$ cat config.mk
export PLATFORM = sky130hd
export DESIGN_NAME = utf8_buffer_validator
export DESIGN_NICKNAME = d
export VERILOG_FILES = /design/src/hdl/u8v_pkg.sv /design/src/hdl/u8v_front.sv /design/src/hdl/u8v_queue.sv /design/src/hdl/u8v_back.sv /design/src/hdl/utf8_buffer_validator.sv
export SDC_FILE = /design/constraint.sdc
export NUM_CORES = 1
export LEC_CHECK = 0
export ABC_AREA = 1
export BUFFER_PORTS_ARGS = -buffer_cell sky130_fd_sc_hd__buf_2
export CORE_MARGIN = 2
export CORE_UTILIZATION = 35
export DETAILED_ROUTE_END_ITERATION = 10
export GPL_ROUTABILITY_DRIVEN = 0
export PLACE_DENSITY_LB_ADDON = 0.12
export SYNTH_ARGS = -nofsm -noshare
export SYNTH_HDL_FRONTEND = slang
export SYNTH_SLANG_ARGS = --single-unit
$ cat constraint.sdc
create_clock -name clk -period 6 [get_ports clk]
set_input_delay 0.9 -clock clk [delete_from_list [all_inputs] [get_ports clk]]
set_output_delay 0.9 -clock clk [all_outputs]
set_load 0.02 [all_outputs]
$ cat src/hdl/u8v_pkg.sv
// Shared types and constants for the UTF-8 buffer validator.
package u8v_pkg;

  localparam int unsigned MAX_BYTES   = 16777216;
  localparam int unsigned CNT_W       = $clog2(MAX_BYTES + 2);
  localparam int unsigned LEN_W       = 25;
  localparam int unsigned POINT_W     = 21;
  localparam int unsigned QUEUE_DEPTH = 4;
  localparam int unsigned QPTR_W      = $clog2(QUEUE_DEPTH);
  localparam int unsigned QCNT_W      = $clog2(QUEUE_DEPTH + 1);

  localparam logic [7:0] BOM_0 = 8'hEF;
  localparam logic [7:0] BOM_1 = 8'hBB;
  localparam logic [7:0] BOM_2 = 8'hBF;

  localparam logic [7:0] LEAD_MIN  = 8'hC2;
  localparam logic [7:0] LEAD3_MIN = 8'hE0;
  localparam logic [7:0] LEAD4_MIN = 8'hF0;
  localparam logic [7:0] LEAD_MAX  = 8'hF4;
  localparam logic [7:0] CONT_MASK = 8'hC0;
  localparam logic [7:0] CONT_TAG  = 8'h80;

  localparam logic [POINT_W-1:0] SURR_LO = POINT_W'(32'hD800);
  localparam logic [POINT_W-1:0] SURR_HI = POINT_W'(32'hDFFF);

  typedef logic [2:0] cls_t;
  localparam cls_t CLS_ASCII = 3'd0;
  localparam cls_t CLS_ZERO  = 3'd1;
  localparam cls_t CLS_CONT  = 3'd2;
  localparam cls_t CLS_BAD   = 3'd3;
  localparam cls_t CLS_LEAD2 = 3'd4;
  localparam cls_t CLS_LEAD3 = 3'd5;
  localparam cls_t CLS_LEAD4 = 3'd6;

  typedef struct packed {
    logic [7:0] data;
    logic       last;
    cls_t       cls;
  } item_t;

endpackage

$ cat src/hdl/u8v_front.sv
// Front end: takes input transactions and classifies each byte.
module u8v_front
  import u8v_pkg::*;
(
  input  logic       in_valid,
  input  logic [7:0] data_byte,
  input  logic       final_byte,
  input  logic       q_full,
  output logic       in_stall,
  output logic       push,
  output item_t      item
);

  cls_t cls;

  always_comb begin
    if (data_byte == 8'h00) begin
      cls = CLS_ZERO;
    end else if (data_byte[7] == 1'b0) begin
      cls = CLS_ASCII;
    end else if ((data_byte & CONT_MASK) == CONT_TAG) begin
      cls = CLS_CONT;
    end else if (data_byte < LEAD_MIN || data_byte > LEAD_MAX) begin
      cls = CLS_BAD;
    end else if (data_byte < LEAD3_MIN) begin
      cls = CLS_LEAD2;
    end else if (data_byte < LEAD4_MIN) begin
      cls = CLS_LEAD3;
    end else begin
      cls = CLS_LEAD4;
    end
  end

  assign in_stall  = q_full;
  assign push      = in_valid && !q_full;
  assign item.data = data_byte;
  assign item.last = final_byte;
  assign item.cls  = cls;

endmodule

$ cat src/hdl/u8v_queue.sv
// Short first-in first-out queue between front end and back end.
module u8v_queue
  import u8v_pkg::*;
(
  input  logic  clk,
  input  logic  rst,
  input  logic  push,
  input  item_t push_item,
  input  logic  pop,
  output logic  full,
  output logic  empty,
  output item_t head
);

  item_t              slots [QUEUE_DEPTH];
  logic [QPTR_W-1:0]  wr_ptr;
  logic [QPTR_W-1:0]  rd_ptr;
  logic [QCNT_W-1:0]  count;

  assign full  = (count == QCNT_W'(QUEUE_DEPTH));
  assign empty = (count == '0);
  assign head  = slots[rd_ptr];

  always_ff @(posedge clk) begin
    if (push) begin
      slots[wr_ptr] <= push_item;
    end
  end

  always_ff @(posedge clk) begin
    if (rst) begin
      wr_ptr <= '0;
      rd_ptr <= '0;
      count  <= '0;
    end else begin
      if (push) begin
        wr_ptr <= wr_ptr + QPTR_W'(1);
      end
      if (pop) begin
        rd_ptr <= rd_ptr + QPTR_W'(1);
      end
      if (push && !pop) begin
        count <= count + QCNT_W'(1);
      end else if (pop && !push) begin
        count <= count - QCNT_W'(1);
      end
    end
  end

  a_no_overflow: assert property (@(posedge clk) disable iff (rst)
    full |-> !push)
    else $error("queue written while full");

endmodule

$ cat src/hdl/u8v_back.sv
// Back end: decode state, counters and the registered result stage.
module u8v_back
  import u8v_pkg::*;
(
  input  logic             clk,
  input  logic             rst,
  input  logic             q_empty,
  input  item_t            head,
  output logic             pop,
  input  logic             out_stall,
  output logic             out_valid,
  output logic             is_valid,
  output logic [LEN_W-1:0] text_length,
  output logic             mark_skipped
);

  localparam logic [CNT_W-1:0] CNT_LIMIT = CNT_W'(MAX_BYTES + 1);
  localparam logic [CNT_W-1:0] CNT_MAX   = CNT_W'(MAX_BYTES);

  logic [1:0]         pending_count, pend_next;
  logic [POINT_W-1:0] partial_point, point_next;
  logic               error_seen, err_next;
  logic [CNT_W-1:0]   byte_count, cnt_next;
  logic               mark_match, mark_next;
  logic [POINT_W-1:0] point_shift;
  logic               skip;
  logic               ok;
  logic [CNT_W-1:0]   len;

  assign pop = !q_empty && (!head.last || !out_valid || !out_stall);
  assign point_shift = {partial_point[POINT_W-7:0], head.data[5:0]};

  always_comb begin
    cnt_next   = byte_count;
    mark_next  = mark_match;
    err_next   = error_seen;
    pend_next  = pending_count;
    point_next = partial_point;
    if (byte_count == CNT_W'(0) && head.data != BOM_0) mark_next = 1'b0;
    if (byte_count == CNT_W'(1) && head.data != BOM_1) mark_next = 1'b0;
    if (byte_count == CNT_W'(2) && head.data != BOM_2) mark_next = 1'b0;
    if (!error_seen) begin
      if (pending_count != 2'd0) begin
        if (head.cls != CLS_CONT) begin
          err_next   = 1'b1;
          pend_next  = 2'd0;
          point_next = '0;
        end else begin
          pend_next = pending_count - 2'd1;
          if (pending_count == 2'd1) begin
            if (point_shift >= SURR_LO && point_shift <= SURR_HI) err_next = 1'b1;
            point_next = '0;
          end else begin
            point_next = point_shift;
          end
        end
      end else begin
        case (head.cls)
          CLS_ZERO, CLS_CONT, CLS_BAD: begin
            err_next = 1'b1;
          end
          CLS_LEAD2: begin
            point_next = POINT_W'(head.data[4:0]);
            pend_next  = 2'd1;
          end
          CLS_LEAD3: begin
            point_next = POINT_W'(head.data[3:0]);
            pend_next  = 2'd2;
          end
          CLS_LEAD4: begin
            point_next = POINT_W'(head.data[2:0]);
            pend_next  = 2'd3;
          end
          default: begin
          end
        endcase
      end
    end
    if (byte_count != CNT_LIMIT) cnt_next = byte_count + CNT_W'(1);
  end

  assign skip = mark_next && cnt_next >= CNT_W'(3);
  assign ok   = !err_next && pend_next == 2'd0 && cnt_next <= CNT_MAX;
  assign len  = ok ? (skip ? cnt_next - CNT_W'(3) : cnt_next) : '0;

  always_ff @(posedge clk) begin
    if (rst) begin
      pending_count <= 2'd0;
      partial_point <= '0;
      error_seen    <= 1'b0;
      byte_count    <= '0;
      mark_match    <= 1'b1;
    end else if (pop) begin
      if (head.last) begin
        pending_count <= 2'd0;
        partial_point <= '0;
        error_seen    <= 1'b0;
        byte_count    <= '0;
        mark_match    <= 1'b1;
      end else begin
        pending_count <= pend_next;
        partial_point <= point_next;
        error_seen    <= err_next;
        byte_count    <= cnt_next;
        mark_match    <= mark_next;
      end
    end
  end

  always_ff @(posedge clk) begin
    if (rst) begin
      out_valid <= 1'b0;
    end else if (pop && head.last) begin
      out_valid <= 1'b1;
    end else if (!out_stall) begin
      out_valid <= 1'b0;
    end
  end

  always_ff @(posedge clk) begin
    if (pop && head.last) begin
      is_valid     <= ok;
      text_length  <= LEN_W'(len);
      mark_skipped <= skip;
    end
  end

  a_idle_point: assert property (@(posedge clk) disable iff (rst)
    pending_count == 2'd0 |-> partial_point == '0)
    else $error("partial code point left over outside a sequence");

  a_err_no_pend: assert property (@(posedge clk) disable iff (rst)
    error_seen |-> pending_count == 2'd0)
    else $error("sequence still open after an error");

  a_count_sat: assert property (@(posedge clk) disable iff (rst)
    byte_count <= CNT_LIMIT)
    else $error("byte count beyond saturation");

  a_len_invalid: assert property (@(posedge clk) disable iff (rst)
    out_valid && !is_valid |-> text_length == '0)
    else $error("length reported on an invalid buffer");

  a_result_kept: assert property (@(posedge clk) disable iff (rst)
    out_valid && out_stall |=> out_valid && $stable(text_length))
    else $error("stalled result lost");

endmodule

$ cat src/hdl/utf8_buffer_validator.sv
// Top level of the UTF-8 buffer validator.
// Input channel: one byte per transaction on data_byte, with final_byte
// high on the last byte of a buffer; the next byte opens a new buffer.
// Output channel: one transaction per buffer, carrying is_valid,
// text_length (bytes after a leading EF BB BF mark, 0 when invalid) and
// mark_skipped.
// Both channels transfer when valid is high and stall is low.
// Throughput is one byte per clock unless out_stall holds a result: the
// back end updates the decode state for one byte each cycle it pops. A
// final byte is written into the queue, then popped into the result
// register after any bytes queued ahead of it.
// A four-entry queue lies between the byte classifier and the decoder;
// in_stall rises only when that queue is full, which happens when a final
// byte waits behind a result held by out_stall and further bytes arrive.
// Reset empties the queue, drops any pending result and returns the
// decoder to the start-of-buffer state.
module utf8_buffer_validator
  import u8v_pkg::*;
(
  input  logic             clk,
  input  logic             rst,
  input  logic             in_valid,
  output logic             in_stall,
  input  logic [7:0]       data_byte,
  input  logic             final_byte,
  output logic             out_valid,
  input  logic             out_stall,
  output logic             is_valid,
  output logic [LEN_W-1:0] text_length,
  output logic             mark_skipped
);

  logic  q_full;
  logic  q_empty;
  logic  push;
  logic  pop;
  item_t push_item;
  item_t head;

  u8v_front u_front (
    .in_valid   (in_valid),
    .data_byte  (data_byte),
    .final_byte (final_byte),
    .q_full     (q_full),
    .in_stall   (in_stall),
    .push       (push),
    .item       (push_item)
  );

  u8v_queue u_queue (
    .clk       (clk),
    .rst       (rst),
    .push      (push),
    .push_item (push_item),
    .pop       (pop),
    .full      (q_full),
    .empty     (q_empty),
    .head      (head)
  );

  u8v_back u_back (
    .clk          (clk),
    .rst          (rst),
    .q_empty      (q_empty),
    .head         (head),
    .pop          (pop),
    .out_stall    (out_stall),
    .out_valid    (out_valid),
    .is_valid     (is_valid),
    .text_length  (text_length),
    .mark_skipped (mark_skipped)
  );

endmodule
Word-level counts from Yosys, hierarchy flattened
Memory sizes are Yosys's and may differ from the RTL's. A register that Yosys moved wholly into a read port is not among the register bits.
Index checks and enable logic that the tools add are counted.
{"block": "classes", "n_div": 0, "n_bitwise": 0, "n_shift": 0, "n_reduce_logical": 32, "n_mul": 0, "add_sub_neg": 7, "n_eq_ne": 18, "mux": 39, "order_cmp": 8}
{"op": "$mux 15", "count": 5}
{"op": "$mux 25", "count": 3}
{"op": "$pmux 15 s3", "count": 1}
{"op": "$add 25x1->25 const B", "count": 1}
{"op": "$eq 25x1->1 const B", "count": 1}
{"op": "$eq 25x2->1 const B", "count": 1}
{"op": "$ge 25x2->1 const B", "count": 1}
{"op": "$le 25x25->1 const B", "count": 1}
{"op": "$logic_not 25->1", "count": 1}
{"op": "$ne 25x25->1 const B", "count": 1}
{"op": "$sub 25x2->25 const B", "count": 1}
{"op": "$lt 8x8->1 const B", "count": 3}
{"op": "$ne 8x8->1 const B", "count": 3}
{"op": "$ge 21x16->1 const B", "count": 1}
{"op": "$le 21x16->1 const B", "count": 1}
{"op": "$mux 3", "count": 7}
{"op": "$mux 1", "count": 15}
{"op": "$mux 2", "count": 7}
{"op": "$eq 3x3->1 const B", "count": 4}
{"op": "$logic_and 1x1->1", "count": 12}
{"op": "$gt 8x8->1 const B", "count": 1}
{"op": "$logic_not 1->1", "count": 8}
{"op": "$logic_not 8->1", "count": 1}
{"op": "$eq 3x2->1 const B", "count": 2}
{"op": "other kinds (17)", "count": 22}
{"block": "word_totals", "reg_bits": 79, "out_inout_bits": 29, "input_bits": 13, "latch_bits": 0, "ram_bits": 48, "n_memories": 1, "elab_cells": 117, "mem_bits_ro": 0}
{"memory": "u_queue.slots", "depth": 4, "width": 12, "read_ports": 1, "rd_ports_with_merged_regs": 1, "write_ports": 1, "line": "u8v_queue.sv:15", "rtl": "item_t slots [QUEUE_DEPTH];"}

Depth between registers and ports, before layout
{"block": "logic_depth", "ltp_word": 10, "mapped_depth": 20, "depth_no_buf": 19}

Modules after synthesis
A second synthesis with hierarchy kept.
{"block": "unflattened", "hier_cells": 957, "hier_area_um2": 7309.5}
{"mod": "u8v_back", "cells_each": 741, "n_inst": 1, "area_per_inst_um2": 4864.7, "seq_area_each_um2": 1711.6}
{"mod": "u8v_queue", "cells_each": 174, "n_inst": 1, "area_per_inst_um2": 2227.1, "seq_area_each_um2": 1621.6}
{"mod": "u8v_front", "cells_each": 42, "n_inst": 1, "area_per_inst_um2": 217.7, "seq_area_each_um2": 0.0}

Worst setup path after synthesis
OpenSTA, ideal clock, no wires.
{"block": "synth_timing", "kind": "register to register", "startpoint": "register with a tool-made name", "endpoint": "register u_queue.count[2]", "arrival_ps": 2614, "stages_incl_launch_ff": 19, "t_required_ps": 5930, "slack_ps": 3316, "path_cell_list": "dfxtp_1 -> buf_4 -> inv_2 -> buf_2 -> nand3_1 -> nand2_1 -> inv_1 -> nand3_1 -> nand2_1 -> clkbuf_1 -> clkbuf_1 -> ha_1 -> inv_1 -> fa_1 -> nor2_1 -> nor2_1 -> nand2_1 -> o21ai_0 -> a21oi_1"}
{"item": "end signal, assigned", "line": "u8v_queue.sv:43", "rtl": "count <= count + QCNT_W'(1);"}
{"item": "end signal, assigned", "line": "u8v_queue.sv:45", "rtl": "count <= count - QCNT_W'(1);"}
{"item": "end, declared", "line": "u8v_queue.sv:18", "rtl": "logic [QCNT_W-1:0] count;"}

==> metrics.txt <==
outcome finished clean; number of gates resized after cts 0; finished layout cell area 8380 sq um; routed length per placed instance about 15 um; distinct cell type count after synthesis 38; area of the die 22100 sq um; register bit total from synthesis ~130; Port Buf Inserts 41; met1 Usage GRT 22.9%; busiest metal layer after global routing met2; die extent in y 149 um; post-synth design cell area approximately 7300 sq um; data required time at the worst endpoint around 6.3 ns; row count 52; portion of total power attributed to combinational logic between 40 and 50%; cell-internal power around 0.0024 W; Final min period between 3 and 4 ns; placed instance area between 7000 and 8000 sq um; ANT nets after route 0; cell chain of the critical path inv_2 -> nand2_1 -> nand3_1 -> nand2_1 -> inv_1 -> nand3_1 -> nand2_1 -> buf_4 -> inv_1 -> nand2_1 -> nand2_1 -> inv_1 -> a21oi_1 -> a211oi_1; Max Cap Violations 0; share of synthesized registers carrying an async set or reset 0%; Starting Density between 30% and 40%; CTS HTree Levels 4; drc violations 0; number of top-level pins 42; clock network latency to the later pin of the worst-skew pair 0.42 ns; total setup buffers inserted after CTS 0; flip-flop cell with the highest count after synthesis sky130_fd_sc_hd__edfxtp_1; Switch Pwr about 0.0018 W; Core Region 20400 sq um; proportion of power drawn by flip-flops and latches a little under a third; combined buffer and inverter count along the critical path 5; Critical Path Most Common Cell sky130_fd_sc_hd__nand2_1; sum of routed wire length over all layers between 15000 and 20000 um; Yosys Warn Count 0; cell count after synthesis about 960; antenna violations before repair 0; buffer levels on the longest clock path 2; CTS tree yes; power density normalized to cell area ~500 nW/um^2; # diodes 0; largest net degree at the start of global routing 35; number of flops mapped to enable cells by yosys between 70 and 80; post-synth top area cell sky130_fd_sc_hd__edfxtp_1; fraction of power consumed by the clock network ~28%; cell type group with the largest total delay on the critical path buffers and inverters; DR pass1 iterations 7; # clock sinks ~130; class of the most critical setup path flip-flop to flip-flop; CTS clk-pin slew, worst paths ~0.06 ns; pin slew with the least headroom to its limit between 1 and 1.5 ns; first-pass GRT wire length about 31000 um; data arrival time of the worst path 3.81 ns; final setup violation count 0; worst max-slew margin expressed relative to the limit about a quarter; GR Overflow Total 0; total nets after synthesis around 990; Total Neg Setup Slack 0 ns; total count of max-transition violations in the final report 0; number of buffers added by the clock tree synthesis step 17; global-route met2 utilization around a third; share of the clock period used by the worst path after layout about three fifths; number of filler cells placed in the layout ~2100; placed wire-length estimate 13900 um; vias after detailed routing approximately 6200; Max VDD drop 0.000259 V; largest cells by area after synthesis sky130_fd_sc_hd__edfxtp_1 31%, sky130_fd_sc_hd__dfxtp_1 15%, sky130_fd_sc_hd__nand2_1 14%, sky130_fd_sc_hd__nor2_1 5.3%, sky130_fd_sc_hd__a21oi_1 5.0%; Layout area overhead 14.4%; DRC violation total after the first TritonRoute iteration between 300 and 400; CP Launch Type flip-flop; classification of the worst-slack hold path flip-flop to flip-flop; fraction of layout instances using a drive strength above 1 13.3%; hold buffer count at CTS 0; CP Max Fanout 29; final-stage net count a little over 1000; clk root buf sky130_fd_sc_hd__clkbuf_16; crit path capture type flip-flop; Layout Skew approximately 0.0073 ns; Vias/cell 4.88; RSZ-0062 raised after global routing false; die width around 150 um; total global routing track utilization between 15 and 20%; maximum clock frequency between 200 and 300 MHz; top cell type's share of synthesized area 30.8%; LEAKAGE approximately 3.5 nW; synthesized area per cell roughly 7.6 sq um; library cell contributing the largest single delay on the critical path sky130_fd_sc_hd__dfxtp_1; vias in the first global route 6009; grt met3 use under 10%; Switching Share 42.4%; count of final hold-check violations 0; maximum cell stage delay along the critical path 0.78 ns; sequential area share after synthesis between 40% and 50%
==> worst reg2reg max path: cells and delay by family, from the launching register on <==
family	cells	cell delay (ns)
simple gates	7	1.09
flops	1	0.78
buf+inv	5	1.27
compound gates	2	0.26
==> cell usage in the layout (no fill, tap or decap), types with 12 or more instances in the layout <==
| master | count |
|---|---|
| sky130_fd_sc_hd__nand2_1 | 275 |
| sky130_fd_sc_hd__nor2_1 | 104 |
| sky130_fd_sc_hd__inv_1 | 92 |
| sky130_fd_sc_hd__edfxtp_1 | 75 |
| sky130_fd_sc_hd__a21oi_1 | 73 |
| sky130_fd_sc_hd__nand3_1 | 67 |
| sky130_fd_sc_hd__dfxtp_1 | 54 |
| sky130_fd_sc_hd__o21ai_0 | 46 |
| sky130_fd_sc_hd__buf_2 | 41 |
| sky130_fd_sc_hd__nor3_1 | 20 |
| sky130_fd_sc_hd__nand2_2 | 19 |
| sky130_fd_sc_hd__clkbuf_16 | 17 |
| sky130_fd_sc_hd__nand4_1 | 15 |
| sky130_fd_sc_hd__xor2_1 | 14 |
| sky130_fd_sc_hd__ha_1 | 13 |
| sky130_fd_sc_hd__nor2_2 | 12 |
==> power groups by stage <==
stage                     Combinational, W  Clock (W)  Sequential [W]
after floorplan                    0.00123          0         0.00139
after global placement             0.00172          0         0.00132
after detailed placement           0.00171          0         0.00131
after CTS                          0.00173    0.00116         0.00130
after global routing               0.00194    0.00120         0.00132
final                              0.00170    0.00115         0.00130
==> layout make-up <==
type | count | area (sq um) | share of cell area, %
Tap cell | 270 | 338 | 4.03
Clock inverter | 14 | 213 | 2.54
Sequential cell | 129 | 3330 | 39.8
Multi-Input combinational cell | 708 | 3460 | 41.3
Inverter | 97 | 367 | 4.38
Timing Repair Buffer | 45 | 235 | 2.81
Clock buffer | 18 | 429 | 5.12
==> cells in the mapped netlist (7+ instances only) <==
master and number:
sky130_fd_sc_hd__nor3_1 20, sky130_fd_sc_hd__inv_1 92, sky130_fd_sc_hd__nor2_1 104, sky130_fd_sc_hd__nor2_4 10, sky130_fd_sc_hd__nand2_2 19, sky130_fd_sc_hd__nor2_2 12, sky130_fd_sc_hd__o211ai_1 7, sky130_fd_sc_hd__a21oi_1 73
sky130_fd_sc_hd__nand4_1 15, sky130_fd_sc_hd__nand2_1 275, sky130_fd_sc_hd__ha_1 13, sky130_fd_sc_hd__xor2_1 14, sky130_fd_sc_hd__clkbuf_1 11, sky130_fd_sc_hd__dfxtp_1 54, sky130_fd_sc_hd__edfxtp_1 75, sky130_fd_sc_hd__buf_2 8
sky130_fd_sc_hd__o21ai_1 10, sky130_fd_sc_hd__o21ai_0 46, sky130_fd_sc_hd__nand3_1 67
==> path summary, 6_finish.rpt <==
path	startpoint	end	slack [ns]	depth (start not counted)
max	flip-flop	u_back.partial_point[6]$_SDFFE_PP0P_	2.46	14
min	u_back.partial_point[3]$_SDFFE_PP0P_	u_back.partial_point[3]$_SDFFE_PP0P_	0.47	2
max reg2reg	flip-flop	u_back.partial_point[6]$_SDFFE_PP0P_	2.46	14
min reg2reg	u_back.partial_point[3]$_SDFFE_PP0P_	u_back.partial_point[3]$_SDFFE_PP0P_	0.47	2
==> state kept, by name, indices dropped and copies added, names as in the netlist, 2 cells and up, named ones only <==
register              count
u_back.pending_count      2
u_queue.slots            48
u_queue.count             3
u_queue.rd_ptr            2
u_back.partial_point     15
u_back.byte_count        25
u_queue.wr_ptr            2
u_back.text_length       25
==> per-layer routing <==
layer / wire length [um] / share of wire [%]
met1: 8510 / 45
met2: 9500 / 50
met3: 590 / 3.1
met4: 373 / 2.0
met5: 0 / 0
==> through the flow <==
| stage | utilization [%] | worst slack (ns) | power [W] | std cells | hold WS [ns] |
|---|---|---|---|---|---|
| 4_1_cts | 41.1 | 2.43 | 0.00419 | 1281 | 0.473 |
| 2_1_floorplan | - | 3.32 | 0.00262 | 961 | 0.436 |
| 3_5_place_dp | 38.0 | 2.45 | 0.00303 | 1249 | 0.466 |
| 3_3_place_gp | 38.0 | 2.47 | 0.00304 | 1249 | 0.454 |
| 6_report | 41.1 | 2.46 | 0.00415 | 1281 | 0.470 |
| 5_1_grt | 41.1 | 1.89 | 0.00446 | 1281 | 0.501 |
==> cell families (layout without fill, tap and decap cells) <==
| logic type | after synthesis | count (layout) | share of synthesized area (%) |
|---|---|---|---|
| xor+xnor | 14 | 14 | 1.67 |
| fa+ha+maj | 14 | 14 | 2.49 |
| flops | 129 | 129 | 45.5 |
| buf+inv | 124 | 174 | 7.19 |
| compound gates | 140 | 140 | 9.91 |
| simple gates | 540 | 540 | 33.2 |
Note: power is estimated with default switching activity, not from simulation.
